===== config.mk =====
export PLATFORM = sky130hd
export DESIGN_NAME = button_press_classifier
export DESIGN_NICKNAME = d
export VERILOG_FILES = /design/src/hdl/bpc_pkg.sv /design/src/hdl/button_press_classifier.sv
export SDC_FILE = /design/constraint.sdc
export NUM_CORES = 1
export LEC_CHECK = 0
export ABC_AREA = 1
export BUFFER_PORTS_ARGS = -buffer_cell sky130_fd_sc_hd__clkbuf_2
export CELL_PAD_IN_SITES_DETAIL_PLACEMENT = 1
export CELL_PAD_IN_SITES_GLOBAL_PLACEMENT = 1
export CORE_MARGIN = 8
export CORE_UTILIZATION = 38
export CTS_CLUSTER_SIZE = 16
export DETAILED_ROUTE_END_ITERATION = 10
export PLACE_DENSITY_LB_ADDON = 0.12
export SYNTH_ARGS = -nofsm -noshare
export SYNTH_HDL_FRONTEND = slang
export SYNTH_SLANG_ARGS = --single-unit

===== constraint.sdc =====
create_clock -name clk -period 1.95 [get_ports clk]
set_input_delay 0.195 -clock clk [delete_from_list [all_inputs] [get_ports clk]]
set_output_delay 0.195 -clock clk [all_outputs]
set_load 0.01 [all_outputs]

===== src/hdl/bpc_pkg.sv =====
// bpc_pkg: shared constants for the button press classifier
// phase codes, event bit positions, register indexes and port widths
// no dependencies
package bpc_pkg;

  localparam int unsigned CNT_W      = 8;
  localparam int unsigned CODE_W     = 8;
  localparam int unsigned PHASE_W    = 3;
  localparam int unsigned CFG_ADDR_W = 2;
  localparam int unsigned CFG_DATA_W = 8;
  localparam int unsigned IN_DATA_W  = 8;
  localparam int unsigned OUT_DATA_W = 16;

  typedef logic [PHASE_W-1:0] phase_t;

  // phase codes
  localparam phase_t PH_IDLE     = 3'd0;
  localparam phase_t PH_B1_COUNT = 3'd1;
  localparam phase_t PH_B1_LONG  = 3'd2;
  localparam phase_t PH_B1_WAIT  = 3'd3;
  localparam phase_t PH_B2_COUNT = 3'd4;
  localparam phase_t PH_B2_LONG  = 3'd5;
  localparam phase_t PH_B2_WAIT  = 3'd6;
  localparam phase_t PH_UNUSED   = 3'd7;

  // event bits within one button nibble
  localparam int unsigned EV_PRESSING = 0;
  localparam int unsigned EV_SHORT    = 1;
  localparam int unsigned EV_LONG     = 2;
  localparam int unsigned EV_RELEASED = 3;
  localparam int unsigned NIB_W       = 4;

  // register indexes
  typedef logic [CFG_ADDR_W-1:0] cfg_idx_t;
  localparam cfg_idx_t REG_LONG_PRESS   = 2'd0;
  localparam cfg_idx_t REG_LONG_CONFIRM = 2'd1;
  localparam cfg_idx_t REG_REPEAT_WAIT  = 2'd2;
  localparam cfg_idx_t REG_TWO_BUTTONS  = 2'd3;

  localparam logic [CNT_W-1:0] RST_LONG_PRESS   = 8'd8;
  localparam logic [CNT_W-1:0] RST_LONG_CONFIRM = 8'd2;
  localparam logic [CNT_W-1:0] RST_REPEAT_WAIT  = 8'd8;

endpackage


===== src/hdl/button_press_classifier.sv =====
// button_press_classifier: long-press and auto-repeat detector, one or two buttons
// input register, single-pass phase/countdown update, result register
// depends on bpc_pkg
//
// path: each input transaction is captured in the input register, then its result
//   is written to the result register; one tick per clock cycle while out_tready
//   allows, set by the single phase/countdown update
// reset: synchronous active-low rst_n clears both pipeline stages, phase, countdown
//   and code word, and loads the tick registers with 8, 2, 8 and two_buttons with 0
module button_press_classifier (
  input  logic                               clk,
  input  logic                               rst_n,
  // input stream
  input  logic                               in_tvalid,
  output logic                               in_tready,
  input  logic [bpc_pkg::IN_DATA_W-1:0]      in_tdata,   // button1_down, button2_down,
                                                         // clear_code, zero fill
  // result stream
  output logic                               out_tvalid,
  input  logic                               out_tready,
  output logic [bpc_pkg::OUT_DATA_W-1:0]     out_tdata,  // event_code[7:0], phase[10:8],
                                                         // zero fill
  // configuration
  input  logic                               cfg_wr_en,
  input  logic [bpc_pkg::CFG_ADDR_W-1:0]     cfg_addr,
  input  logic [bpc_pkg::CFG_DATA_W-1:0]     cfg_wdata
);

  // configuration registers
  logic [bpc_pkg::CNT_W-1:0] long_press_r;
  logic [bpc_pkg::CNT_W-1:0] long_confirm_r;
  logic [bpc_pkg::CNT_W-1:0] repeat_wait_r;
  logic                      two_buttons_r;

  always_ff @(posedge clk) begin
    if (!rst_n) begin
      long_press_r   <= bpc_pkg::RST_LONG_PRESS;
      long_confirm_r <= bpc_pkg::RST_LONG_CONFIRM;
      repeat_wait_r  <= bpc_pkg::RST_REPEAT_WAIT;
      two_buttons_r  <= 1'b0;
    end else if (cfg_wr_en) begin
      unique case (cfg_addr)
        bpc_pkg::REG_LONG_PRESS:   long_press_r   <= cfg_wdata;
        bpc_pkg::REG_LONG_CONFIRM: long_confirm_r <= cfg_wdata;
        bpc_pkg::REG_REPEAT_WAIT:  repeat_wait_r  <= cfg_wdata;
        bpc_pkg::REG_TWO_BUTTONS:  two_buttons_r  <= cfg_wdata[0];
        default: ;
      endcase
    end
  end

  // pipeline handshake: the result register frees up when empty or being taken,
  // the input register moves on when it holds a tick and the result slot is free
  logic in_vld_r;
  logic out_vld_r;
  logic out_free;
  logic stage_adv;

  assign out_free   = !out_vld_r || out_tready;
  assign stage_adv  = in_vld_r && out_free;
  assign in_tready  = !in_vld_r || stage_adv;
  assign out_tvalid = out_vld_r;

  // input register (payload, no reset)
  logic b1_r;
  logic b2_r;
  logic clr_r;

  always_ff @(posedge clk) begin
    if (!rst_n) begin
      in_vld_r <= 1'b0;
    end else if (in_tready) begin
      in_vld_r <= in_tvalid;
    end
  end

  always_ff @(posedge clk) begin
    if (in_tvalid && in_tready) begin
      b1_r  <= in_tdata[0];
      b2_r  <= in_tdata[1];
      clr_r <= in_tdata[2];
    end
  end

  // classifier state
  bpc_pkg::phase_t           phase_r, phase_nxt;
  logic [bpc_pkg::CNT_W-1:0] cnt_r, cnt_nxt;
  logic [bpc_pkg::CODE_W-1:0] code_r, code_nxt;

  // working signals
  logic                       b1;
  logic                       b2;
  logic [bpc_pkg::CODE_W-1:0] code_lvl;      // code word after clear and level update
  logic                       sel_b2;        // active phase belongs to button 2
  bpc_pkg::phase_t            base;          // phase offset of the active button from button 1
  bpc_pkg::phase_t            sub;           // phase relative to the active button
  logic                       held;
  logic [bpc_pkg::CNT_W-1:0]  cnt_dec;
  logic [bpc_pkg::NIB_W-1:0]  nib_short;
  logic [bpc_pkg::NIB_W-1:0]  nib_long;
  logic [bpc_pkg::NIB_W-1:0]  nib_long_held;
  logic [bpc_pkg::CODE_W-1:0] code_short;
  logic [bpc_pkg::CODE_W-1:0] code_long;
  logic [bpc_pkg::CODE_W-1:0] code_long_held;
  logic [bpc_pkg::CODE_W-1:0] code_rel;

  always_comb begin
    b1 = b1_r;
    b2 = b2_r && two_buttons_r;   // second button ignored unless enabled

    code_lvl = clr_r ? '0 : code_r;
    code_lvl[bpc_pkg::EV_PRESSING]                  = b1;
    code_lvl[bpc_pkg::NIB_W + bpc_pkg::EV_PRESSING] = b2;

    sel_b2 = (phase_r >= bpc_pkg::PH_B2_COUNT);
    base   = sel_b2 ? (bpc_pkg::PH_B2_COUNT - bpc_pkg::PH_B1_COUNT) : bpc_pkg::PH_IDLE;
    sub    = phase_r - base;
    held   = sel_b2 ? b2 : b1;
    cnt_dec = cnt_r - 1'b1;

    nib_short     = '0;
    nib_long      = '0;
    nib_short[bpc_pkg::EV_SHORT]        = 1'b1;
    nib_short[bpc_pkg::EV_RELEASED]     = 1'b1;
    nib_long[bpc_pkg::EV_LONG]          = 1'b1;
    nib_long[bpc_pkg::EV_RELEASED]      = 1'b1;
    nib_long_held                       = nib_long;
    nib_long_held[bpc_pkg::EV_PRESSING] = 1'b1;

    // events land in the active button's nibble and replace the whole word
    code_short     = sel_b2 ? {nib_short, 4'b0}     : {4'b0, nib_short};
    code_long      = sel_b2 ? {nib_long, 4'b0}      : {4'b0, nib_long};
    code_long_held = sel_b2 ? {nib_long_held, 4'b0} : {4'b0, nib_long_held};

    // release from the wait phase only drops the pressing bit, already done by
    // the level update
    code_rel = code_lvl;

    phase_nxt = phase_r;
    cnt_nxt   = cnt_r;
    code_nxt  = code_lvl;

    unique case (phase_r)
      bpc_pkg::PH_IDLE: begin
        // button 2 wins when both go down together
        if (b1) begin
          cnt_nxt   = long_press_r;
          phase_nxt = bpc_pkg::PH_B1_COUNT;
        end
        if (b2) begin
          cnt_nxt   = long_press_r;
          phase_nxt = bpc_pkg::PH_B2_COUNT;
        end
      end
      bpc_pkg::PH_B1_COUNT, bpc_pkg::PH_B1_LONG, bpc_pkg::PH_B1_WAIT,
      bpc_pkg::PH_B2_COUNT, bpc_pkg::PH_B2_LONG, bpc_pkg::PH_B2_WAIT: begin
        if (!held) begin
          phase_nxt = bpc_pkg::PH_IDLE;
          case (sub)
            bpc_pkg::PH_B1_COUNT: code_nxt = code_short;
            bpc_pkg::PH_B1_LONG:  code_nxt = code_long;
            default:              code_nxt = code_rel;
          endcase
        end else begin
          cnt_nxt = cnt_dec;   // zero setting wraps to a 256 tick phase
          if (cnt_dec == '0) begin
            case (sub)
              bpc_pkg::PH_B1_LONG: begin
                code_nxt  = code_long_held;
                cnt_nxt   = repeat_wait_r;
                phase_nxt = base + bpc_pkg::PH_B1_WAIT;
              end
              default: begin
                // count expiry and repeat expiry both head for the long phase
                cnt_nxt   = long_confirm_r;
                phase_nxt = base + bpc_pkg::PH_B1_LONG;
              end
            endcase
          end
        end
      end
      default: begin
        // unused code: back to idle, code word keeps its level update
        phase_nxt = bpc_pkg::PH_IDLE;
      end
    endcase
  end

  always_ff @(posedge clk) begin
    if (!rst_n) begin
      phase_r <= bpc_pkg::PH_IDLE;
      cnt_r   <= '0;
      code_r  <= '0;
    end else if (stage_adv) begin
      phase_r <= phase_nxt;
      cnt_r   <= cnt_nxt;
      code_r  <= code_nxt;
    end
  end

  // result register: mirrors the state just written
  logic [bpc_pkg::CODE_W-1:0] ev_out_r;
  bpc_pkg::phase_t            ph_out_r;

  always_ff @(posedge clk) begin
    if (!rst_n) begin
      out_vld_r <= 1'b0;
    end else if (out_free) begin
      out_vld_r <= in_vld_r;
    end
  end

  always_ff @(posedge clk) begin
    if (stage_adv) begin
      ev_out_r <= code_nxt;
      ph_out_r <= phase_nxt;
    end
  end

  assign out_tdata = {5'b0, ph_out_r, ev_out_r};

endmodule


# [Yosys cells after proc, flatten, opt, wreduce, memory -nomap -nowiden]
# Cells that the tools add are included.
[op_classes] magnitude_cmp=1 n_bitwise=0 eq_ne=13 n_addsub=4 multipliers=0 div_mod_pow=0 n_shift=0 reduce_logical=17 n_mux=23
[op_table] operator="2-to-1 mux 8 bit" n=13
[op_table] operator="one-hot mux 8 bit (2 select lines)" n=2
[op_table] operator="2-to-1 mux 3 bit" n=5
[op_table] operator="== test 3 x 2 -> 1 bit (second input constant)" n=3
[op_table] operator="== test 3 bit (second input constant)" n=3
[op_table] operator="zero test 8 bit" n=1
[op_table] operator="AND reduction 2 bit" n=4
[op_table] operator="subtractor 8 x 1 -> 8 bit (second input constant)" n=1
[op_table] operator="adder 2 x 2 -> 3 bit (second input constant)" n=2
[op_table] operator="== test 3 x 1 -> 1 bit (second input constant)" n=2
[op_table] operator="one-hot mux 3 bit (2 select lines)" n=1
[op_table] operator="OR reduction 6 bit" n=1
[op_table] operator="== test 2 bit (second input constant)" n=2
[op_table] operator="AND reduction 4 bit" n=1
[op_table] operator="greater-or-equal comparator 3 bit (second input constant)" n=1
[op_table] operator="logical AND 1 bit" n=3
[op_table] operator="zero test 3 bit" n=1
[op_table] operator="!= test 3 bit (second input constant)" n=1
[op_table] operator="subtractor 3 x 2 -> 3 bit" n=1
[op_table] operator="== test 2 x 1 -> 1 bit (second input constant)" n=1
[op_table] operator="zero test 1 bit" n=2
[op_table] operator="zero test 2 bit" n=1
[op_table] operator="logical OR 1 bit" n=2
[op_table] operator="2-to-1 mux 2 bit" n=1
[op_table] operator="other kinds (3)" n=3
[word_totals] n_memories=0 word_cells=72 ff_bits=60 rom_bits=0 output_inout_bits=18 mem_bits_rw=0 inputBits=23 latchBits=0

# [Depth between registers and ports, before layout]
# Gate-level depths: netlist of the first run.
[logic_depth] ltp_word=8 depth_mapped=16

# [Worst setup path before layout of the first run]
# Ideal clock, no wire load.
[synth_path] path_type="reg2reg" start="register phase_r[0]" end="register phase_r[0]" slack_ps=-37 path_stages_with_launch=15 t_required_ps=1836 synth_period_minus_slack_ps=1987 t_arrival_ps=1874 path_cell_list="dfxtp_1 -> inv_1 -> ha_1 -> inv_1 -> ha_1 -> nand2_1 -> nor2_4 -> inv_2 -> buf_4 -> ha_1 -> nand2_2 -> nand3_2 -> nand2_2 -> o21ai_1 -> inv_1"
[synth_via] elab_chain_cells=8
[synth_rtl] element="start, declared" line="button_press_classifier.sv:86" text="bpc_pkg::phase_t phase_r, phase_nxt;"
[synth_rtl] element="start signal, assigned" line="button_press_classifier.sv:191" text="phase_r <= bpc_pkg::PH_IDLE;"
[synth_rtl] element="start signal, assigned" line="button_press_classifier.sv:195" text="phase_r <= phase_nxt;"
[synth_rtl] element="greater-or-equal comparator 3 bit" line="button_press_classifier.sv:115" text="sel_b2 = (phase_r >= bpc_pkg::PH_B2_COUNT);"
[synth_rtl] element="2-to-1 mux 2 bit" line="button_press_classifier.sv:116" text="base = sel_b2 ? (bpc_pkg::PH_B2_COUNT - bpc_pkg::PH_B1_COUNT) : bpc_pkg::PH_IDLE;"
[synth_rtl] element="subtractor 3 x 2 -> 3 bit" line="button_press_classifier.sv:117" text="sub = phase_r - base;"
[synth_rtl] element="== test 3 x 2 -> 1 bit" line="button_press_classifier.sv:167" text="case (sub)"
[synth_rtl] element="2-to-1 mux 3 bit" line="button_press_classifier.sv:167"
[synth_rtl] element="2-to-1 mux 3 bit" line="button_press_classifier.sv:166" text="if (cnt_dec == '0) begin"
[synth_rtl] element="2-to-1 mux 3 bit" line="button_press_classifier.sv:157" text="if (!held) begin"
[synth_rtl] element="one-hot mux 3 bit (2 select lines) (*)" line="button_press_classifier.sv:143" text="unique case (phase_r)"
[synth_rtl] element="named net phase_nxt[0]" line="button_press_classifier.sv:86"
# The timed path passes the listed nets; every way through them passes the cells marked *.
# A chain may end at the register's enable or synchronous reset.

# [Worst setup path after layout of the first run]
[layout_path] start="register phase_r[0]" end="register ev_out_r[7] (netlist bit) (data pin)"
[layout_via] elab_chain_cells=8
[layout_rtl] element="greater-or-equal comparator 3 bit" line="button_press_classifier.sv:115"
[layout_rtl] element="2-to-1 mux 2 bit" line="button_press_classifier.sv:116"
[layout_rtl] element="subtractor 3 x 2 -> 3 bit" line="button_press_classifier.sv:117"
[layout_rtl] element="== test 3 x 2 -> 1 bit" line="button_press_classifier.sv:159, button_press_classifier.sv:167"
[layout_rtl] element="2-to-1 mux 8 bit" line="button_press_classifier.sv:167"
[layout_rtl] element="2-to-1 mux 8 bit" line="button_press_classifier.sv:166"
[layout_rtl] element="2-to-1 mux 8 bit" line="button_press_classifier.sv:157"
[layout_rtl] element="2-to-1 mux 8 bit (*)" line="button_press_classifier.sv:143"
[layout_rtl] element="named net code_nxt, one bit" line="button_press_classifier.sv:88" text="logic [bpc_pkg::CODE_W-1:0] code_r, code_nxt;"
[layout_rtl] element="end signal, assigned" line="button_press_classifier.sv:215" text="ev_out_r <= code_nxt;"
[layout_rtl] element="end, declared" line="button_press_classifier.sv:202" text="logic [bpc_pkg::CODE_W-1:0] ev_out_r;"
# Marked as above.

==> run_results.csv, run 1 <==
group,metric,value,unit
status,status,"finished with violations",
status,failed_checks,"setup timing",
sta,setup_violations,1,
sta,slew_violations,0,
sta,worst_slack,-0.0402,ns
die,die_x,106,µm
cells_and_area,diodes,0,
yosys,ys_top_cells_by_area,"dfxtp_1 (29%), edfxtp_1 (14%), nand2_1 (9.9%)",
pwr,ir_drop,0.000413,V
cells_and_area,fin_nets,503,
sta,clock_skew,0.0119,ns
critical_path,cp-end-kind,"flip-flop",
drt,vias,2854,
clock_network,clk_pin_slew,0.07,ns
clock_network,h-tree-depth,3,
yosys,synth_top_cells_by_count,"nand2_1 (81), inv_1 (52), dfxtp_1 (44), nor2_1 (44), o21ai_0 (43)",
global_routing,grt_pass1_wl,14100,µm
die,die_y,106,µm
hold_path,worstHoldEndpoint,"clr_r",
placed_design,placed_area,3470,µm²
drt,drc_errors,0,
drt,viasPerCell,4.88,
critical_path,r2r-end,"ev_out_r[7]",
pwr,power_leakage,1.80,nW
placed_design,hpwl,6140,µm
sta,hold_viol,0,
drt,first_pass_iters,4,
critical_path,reg2regPathDepth,15,
cells_and_area,syn2layout_area_growth,29.0,%
yosys,yosys.area.top_type_share,28.5,%
clock_network,cts_tree,"yes",
clock_network,cts_root_buf,"clkbuf_8",
die,dieArea,11300,µm²
die,io-pin-count,41,
pwr,p_per_area,864,nW/µm²
yosys,seq_area_frac_synth,42.2,%
yosys,netlist_instances,422,
drt,drt-total-wl,8740,µm
global_routing,first_global_vias,2940,
drt,drtAntennaViolNets,0,
clock_network,clockBufferDepth,2,
sta,rsz0062_at_grt,"yes",
yosys,async_reset_ff_share,0,%
critical_path,path_max_fanout,7,
die,rows,33,
die,coreArea,8050,µm²
critical_path,critPathKind,"flip-flop to flip-flop",
critical_path,worstPathRequired,2.05,ns
yosys,synth_largest_area_cell,"dfxtp_1",
clock_network,cts_num_sinks,58,
cells_and_area,utilization,49.4,%
global_routing,grt-ovfl-total,0,
yosys,synth_ff_type,"dfxtp_1",
sta,fin_crit_sh,102,%
yosys,ys_ff_latch,58,
yosys,yosys_warnings,0,
cells_and_area,nFillCells,1010,
cells_and_area,design_area,3980,µm²
critical_path,worstPathArrival,2.09,ns
drt,wl_per_cell,14.9,µm
hold_path,hold_class,"input port to flip-flop",
placed_design,dpl_worst_slack,-0.0550,ns
hold_path,min_path_cells,1,
cells_and_area,drive_above_1_share,31.7,%
global_routing,antenna_found_initial,0,
sta,timing.fmax,0.502,GHz
drt,drt-initial-drc-count,53,
sta,period_needed,1.99,ns
hold_path,min_from,"in_tdata[2]",
clock_network,cts_hold_buf,0,
placed_design,gp_congestion,0.815,
yosys,netlist_area,3090,µm²
placed_design,io_buffer_count,30,
yosys,syn_area_per_cell,7.31,µm²
global_routing,grt_use_total,15.4,%
yosys,ys_types,36,
yosys,synth_most_common_cell,"nand2_1",
critical_path,r2r-start,"phase_r[0]",
critical_path,critPathLaunchType,"flip-flop",
die,start_util,38.3,%
flow_run,cap_violations,0,
critical_path,worst-r2r-setup-slack,-0.04,ns
clock_network,clk-insertion-delay-late,0.34,ns
yosys,synth_edf_count,14,
clock_network,cts_buffers,9,
global_routing,grt_max_degree,19,
-- layout make-up --
class	count	area, µm²	share of cell area [%]
Inverter	57	230	5.78
Clock buffer	9	124	3.11
Clock inverter	7	77.6	1.95
Multi-Input combinational cell	293	1720	43.1
Sequential cell	58	1310	32.8
Tap cell	105	131	3.30
Timing Repair Buffer	56	395	9.93
-- stage by stage --
stage	hold slack (ns)	cells	total power, mW	setup TNS (ns)
after floorplan	0.294	426	1.91	0
after global placement	0.372	563	2.11	0
after detailed placement	0.374	563	2.14	-0.230
after CTS	0.0114	580	3.32	0
after global routing	0.00886	585	3.63	-1.32
final	0.0355	585	3.44	-0.0402
-- power by group --
| part | internal (mW) | switching [mW] | leakage, nW | total [mW] |
|---|---|---|---|---|
| clock | 0.599 | 0.553 | 0.0998 | 1.15 |
| combinational | 0.351 | 0.573 | 1.21 | 0.924 |
| sequential | 1.32 | 0.0481 | 0.496 | 1.36 |
-- worst max path at each step --
stage,start,slack (ns),depth (start not counted),endpoint
final,phase_r[0],-0.04,15,ev_out_r[7]
after global routing,phase_r[0],-0.15,15,ev_out_r[7]
after CTS,phase_r[0],0.001,12,ev_out_r[0]
after detailed placement,phase_r[0],-0.06,15,cnt_r[3]
after global placement,cnt_r[0],0.02,12,ev_out_r[0]
after floorplan,phase_r[0],0.01,16,phase_r[0]
-- state kept, by name (all words and copies together), names as in the netlist --
register        cells
b2_r                1
ev_out_r            8
b1                  1
out_tvalid          1
clr_r               1
cnt_r               8
code_r              6
ph_out_r            3
long_press_r        8
phase_r             3
in_vld_r            1
two_buttons_r       1
long_confirm_r      8
repeat_wait_r       8
-- layer usage --
layer	part of all wire (%)	global-route usage, %	vias up
li1	-	-	1475
met3	2.2	2.84	10
met2	47	24.3	32
met1	49	20.1	1337
met5	0	0	-
met4	1.5	6.93	0
-- cells in the final DEF (no fill, tap or decap), types with 4 or more instances in the layout --
master    count
buf_4        21
o21ai_0      33
nor2_4        4
nor2_1       41
o21ai_2      11
dfxtp_1      41
conb_1        5
clkbuf_8      9
nand2_4      10
inv_2         6
ha_4          4
nand2_1      66
nand2_2      18
nand3_1      18
a21oi_1      30
edfxtp_1     14
nor2_2        6
nand3_2       4
o21ai_1      16
clkbuf_2     30
inv_1        47
clkinv_4      4
-- cell families after synthesis --
logic type      share of synthesized area, %
compound gates                          17.6
xor+xnor                               0.568
fa+ha+maj                               2.03
buf+inv                                 10.7
flops                                   42.2
other cells                            0.121
simple gates                            26.8
-- repair_timing --
item                                   CTS  global route
pin swaps                                4            31
setup buffers                            1             4
setup endpoints to repair                8            26
gates resized for setup                 11            65
endpoints found under the hold margin    0             0
cloned                                   0             1
-- critical path, stage by stage (launching register included) --
cell      delay, ns
dfxtp_2        0.35
inv_2          0.06
ha_4           0.16
inv_4          0.05
ha_4           0.13
inv_2          0.03
nand2_2        0.06
nand2_2        0.07
nor2_4         0.15
clkinv_4       0.13
nand2_4        0.12
nand2_4        0.07
a31oi_4        0.16
nand2_1        0.07
nand2_1        0.09
inv_1          0.05
Power figures use the tool's default switching activity.
==> inputs of run 2 (changes only) <==
Settings changed: REMOVE_ABC_BUFFERS from default to 1.
==> run_results.csv, run 2 (synthesis results as in run 1) <==
group,metric,value,unit
status,failed_checks,"setup timing",
sta,setup_tns,-0.0726,ns
sta,hold_viol,0,
critical_path,cpPeakStageDelay,0.38,ns
sta,timing.fmax,0.498,GHz
clock_network,clk_pin_slew,0.07,ns
clock_network,clk-insertion-delay-late,0.35,ns
cells_and_area,fin_nets,509,
hold_path,hold_class,"input port to flip-flop",
pwr,internal_power,2.13,mW
sta,fin_crit_sh,103,%
cells_and_area,diodes,0,
global_routing,first_global_vias,2879,
critical_path,path_max_fanout,7,
global_routing,grt_max_degree,22,
critical_path,worstPathArrival,2.12,ns
critical_path,cp-end-kind,"flip-flop",
cells_and_area,layout_commonest_cell,"nand2_1",
cells_and_area,mostFrequentLayoutCells,"nand2_1 (64), inv_1 (46), nor2_1 (42), dfxtp_1 (40), o21ai_0 (34)",
pwr,p_per_area,823,nW/µm²
global_routing,grt-ovfl-total,0,
status,status,"finished with violations",
die,coreArea,8050,µm²
clock_network,cts_num_sinks,58,
pwr,power_switching,1.13,mW
drt,drtAntennaViolNets,0,
die,rows,33,
critical_path,cp_cell_sequence,"xnor2_2, ha_4, inv_2, nand2_2, nand2_2, nor2_4, clkinv_4, nand2_4, o21ai_1, a21oi_1, nand2_1, nand2_2, inv_1",
cells_and_area,syn2layout_area_growth,28.4,%
sta,rsz0062_at_grt,"yes",
pwr,clkPwrFrac,29.8,%
die,start_util,38.3,%
global_routing,grt_pass1_wl,14100,µm
flow_run,cap_violations,0,
cells_and_area,drive_above_1_share,32.3,%
pwr,power_leakage,1.79,nW
global_routing,antenna_found_initial,0,
pwr,fin_total_pwr,3.26,mW
drt,viasPerCell,4.96,
die,io-pin-count,41,
clock_network,cts_tree,"yes",
drt,drt-total-wl,8850,µm
clock_network,h-tree-depth,3,
critical_path,worstPathRequired,2.06,ns
placed_design,io_buffer_count,30,
die,die_y,106,µm
pwr,ir_drop,0.000381,V
die,die_x,106,µm
sta,period_needed,2.01,ns
critical_path,cpMaxStageDelayCell,"dfxtp_4",
pwr,switching_share,34.7,%
placed_design,hpwl,6100,µm
sta,clock_skew,0.00698,ns
clock_network,cts_root_buf,"clkbuf_8",
critical_path,critPathLaunchType,"flip-flop",
sta,setup_violations,2,
drt,first_pass_iters,4,
drt,drt-initial-drc-count,114,
critical_path,worst-r2r-setup-slack,-0.06,ns
sta,slew_violations,0,
drt,wl_per_cell,15.0,µm
pwr,pwr-share-seq,41.8,%
clock_network,cts_buffers,9,
placed_design,gp_congestion,0.796,
clock_network,clockBufferDepth,2,
pwr,comb_power_share,28.4,%
global_routing,grt_use_total,15.7,%
die,dieArea,11300,µm²
critical_path,critPathKind,"flip-flop to flip-flop",
cells_and_area,utilization,49.2,%
critical_path,cp_common_cell,"nand2_2",
sta,worst_slack,-0.0581,ns
drt,vias,2934,
drt,drc_errors,0,
## run 2: cell count changes in the layout (fill, tap and decap cells not counted), sizes merged
cell / change
buf: +5
bufinv: -1
clkbuf: +1
clkinvlp: +1
dlygate4sd3: +1
inv: -1
## run 2: timing repair
action,CTS,global route
hold buffers,0,1
pin swaps,2,25
gates resized for setup,5,75
setup buffers,0,7
hold endpoints to repair,0,1
gates cloned,0,1
endpoints found under the setup margin,7,26
## run 2: layout make-up
| class | instances | area (µm²) |
|---|---|---|
| flip-flops and latches | 58 | 1310 |
| well taps | 105 | 131 |
| fillers | 1041 | 4090 |
| clock buffers | 10 | 128 |
| inverters | 57 | 228 |
| clock inverters | 6 | 33.8 |
| multi-input cells | 293 | 1690 |
| repair buffers | 62 | 442 |
## run 2: final timing paths
check / from / end / cells past startpoint
worst max-delay path: phase_r[2] / ev_out_r[6] / 13
worst min-delay path: in_tdata[2] / clr_r / 1
worst max register to register: phase_r[2] / ev_out_r[6] / 13
worst min register to register: repeat_wait_r[0] / repeat_wait_r[0] / 2
## run 2: power by group through the flow
stage	sequential [mW]	combinational, mW	clock (mW)
5_1_grt	1.37	1.02	1.05
3_5_place_dp	1.38	0.739	0
6_report	1.36	0.926	0.973
2_1_floorplan	1.39	0.475	0
3_3_place_gp	1.38	0.721	0
4_1_cts	1.36	0.748	0.995
## run 2: per-layer routing
layer	part of all wire, %	global-route usage [%]
met5	0	0
met4	1.4	6.13
met3	3.4	3.81
met2	45	23.4
met1	50	21.4
## run 2: through the flow
stage          instances  setup WS [ns]  hold slack, ns  cell area [µm²]
6_report             591        -0.0581          0.0239             3960
3_5_place_dp         566        -0.0637           0.374             3460
3_3_place_gp         566         0.0142           0.372             3460
2_1_floorplan        408         -0.164           0.279             2990
5_1_grt              591         -0.205         0.00149             3960
4_1_cts              582        -0.0186         0.00140             3630
## run 2: critical path, delay by kind of cell (launching register included)
kind,cells,cell delay [ns]
DFF,1,0.38
buffers and inverters,3,0.21
and+or+nand+nor,6,0.59
adders and majority gates,1,0.16
xor gates and xnor gates,1,0.18
AOI/OAI and AO/OA,2,0.24
==> inputs of run 3 (changes only) <==
Settings changed: PLACE_DENSITY_LB_ADDON 0.12 to 0.15.
==> run_results.csv, run 3 (synthesis results as in run 1) <==
group,metric,value,unit
status,status,"finished with violations",
status,failed_checks,"setup timing",
pwr,fin_total_pwr,3.42,mW
clock_network,cts_num_sinks,58,
pwr,power_switching,1.13,mW
pwr,p_per_area,834,nW/µm²
pwr,switching_share,33.2,%
sta,clock_skew,0.0107,ns
critical_path,r2r-end,"ev_out_r[6]",
cells_and_area,mostFrequentLayoutCells,"nand2_1 (60), inv_1 (46), nor2_1 (40), dfxtp_1 (39), o21ai_0 (34)",
die,dieArea,11300,µm²
pwr,ir_drop,0.000459,V
cells_and_area,syn2layout_area_growth,32.8,%
pwr,pwr-share-seq,40.0,%
die,die_y,106,µm
pwr,clkPwrFrac,31.0,%
sta,timing.fmax,0.512,GHz
global_routing,antenna_found_initial,0,
sta,setup_violations,1,
critical_path,critPathLaunchType,"flip-flop",
global_routing,grt_max_degree,31,
cells_and_area,diodes,0,
drt,drt-initial-drc-count,117,
critical_path,critPathKind,"flip-flop to flip-flop",
sta,whs,0.0324,ns
clock_network,h-tree-depth,3,
critical_path,worstPathArrival,2.05,ns
critical_path,path_max_fanout,8,
drt,vias,2978,
die,coreArea,8050,µm²
cells_and_area,seqCellArea,1310,µm²
sta,rsz0062_at_grt,"yes",
flow_run,cap_violations,0,
sta,fin_crit_sh,100,%
clock_network,clk_pin_slew,0.07,ns
drt,viasPerCell,5.01,
drt,drc_errors,0,
placed_design,gp_congestion,0.804,
critical_path,cpMaxStageDelayCell,"dfxtp_2",
critical_path,cp.depth,13,
drt,drtAntennaViolNets,0,
cells_and_area,nFillCells,1009,
critical_path,r2r-start,"phase_r[0]",
critical_path,cp-end-kind,"flip-flop",
critical_path,crit_path_start,"phase_r[0]",
cells_and_area,layout_commonest_cell,"nand2_1",
pwr,comb_power_share,29.0,%
cells_and_area,multi_input_area,1750,µm²
global_routing,grt_use_total,15.9,%
clock_network,cts_tree,"yes",
critical_path,reg2regPathDepth,13,
critical_path,critPathBufInv,4,
sta,period_needed,1.95,ns
clock_network,cts_buffers,9,
clock_network,clockBufferDepth,2,
cells_and_area,drive_above_1_share,34.5,%
critical_path,endpoint,"ev_out_r[6]",
global_routing,grt-ovfl-total,0,
critical_path,worstPathRequired,2.04,ns
placed_design,io_buffer_count,30,
die,rows,33,
critical_path,cpLargestDelayFamily,"simple AND/OR/NAND/NOR gates",
placed_design,dpl_worst_slack,-0.0763,ns
drt,first_pass_iters,4,
die,io-pin-count,41,
sta,hold_viol,0,
drt,drt-total-wl,9240,µm
clock_network,cts_root_buf,"clkbuf_8",
die,start_util,38.3,%
clock_network,cts_hold_buf,0,
pwr,internal_power,2.28,mW
pwr,power_leakage,1.84,nW
drt,wl_per_cell,15.5,µm
critical_path,cp_cell_sequence,"inv_2, ha_4, inv_4, ha_4, nand2_4, nor2_4, clkinv_4, nand2_4, o21ai_2, a21oi_1, nand2_1, nand2_1, inv_1",
critical_path,cpPeakStageDelay,0.34,ns
sta,slew_violations,0,
clock_network,clk-insertion-delay-late,0.33,ns
sta,worst_slack,-0.00143,ns
global_routing,grt_pass1_wl,14600,µm
hold_path,hold_class,"input port to flip-flop",
cells_and_area,fin_nets,513,
critical_path,worst-r2r-setup-slack,-0.001,ns
die,die_x,106,µm
global_routing,first_global_vias,3037,
placed_design,hpwl,6350,µm
## run 3: cell type report
class	instances	area share [%]
inverter	57	5.74
tap	105	3.21
timing repair buffer	66	11.9
clock buffer	14	4.24
sequential	58	32.0
multi-input combinational	293	42.7
clock inverter	2	0.244
## run 3: worst reg2reg max path, delay by kind of cell (launching register included)
family,cells,cell delay (ns)
flops,1,0.34
simple gates,5,0.46
compound gates,2,0.21
buf+inv,4,0.29
fa+ha+maj,2,0.41
## run 3: worst min path at each step
| stage | startpoint | endpoint | slack (ns) | depth (start not counted) |
|---|---|---|---|---|
| after floorplan | rst_n | long_confirm_r[1] | 0.28 | 1 |
| after detailed placement | in_tdata[1] | b2_r | 0.37 | 1 |
| final | in_tdata[2] | clr_r | 0.03 | 1 |
| after global placement | in_tdata[2] | clr_r | 0.37 | 1 |
| after global routing | in_tdata[2] | clr_r | 0.02 | 1 |
| after CTS | in_tdata[1] | b2_r | 0.02 | 1 |
## run 3: timing repair
item / 4_1_cts / 5_1_grt
buffers inserted: 2 / 9
endpoints found under the setup margin: 12 / 26
gates cloned: 0 / 1
resized for setup: 22 / 73
pin swaps: 11 / 28
## run 3: power by group through the flow
stage	sequential, mW	combinational [mW]	clock (mW)
4_1_cts	1.36	0.793	1.08
2_1_floorplan	1.39	0.475	0
3_5_place_dp	1.38	0.755	0
3_3_place_gp	1.38	0.732	0
6_report	1.37	0.993	1.06
5_1_grt	1.38	1.09	1.13
## run 3: per-layer routing
metal	wire length, µm	up-vias	global-route usage, %
met3	251	12	3.57
met2	4450	41	24.8
met5	0	-	0
met1	4400	1435	20.8
li1	-	1490	-
met4	134	0	6.43
## run 3: stage by stage
stage / setup TNS (ns) / util (%) / cells / cell area (µm²)
after CTS: -0.0114 / 46.2 / 585 / 3720
after global routing: -1.38 / 50.9 / 595 / 4100
final: -0.00143 / 50.9 / 595 / 4100
after detailed placement: -0.199 / 43.2 / 567 / 3480
after floorplan: -1.25 / - / 408 / 2990
after global placement: 0 / 43.2 / 567 / 3480
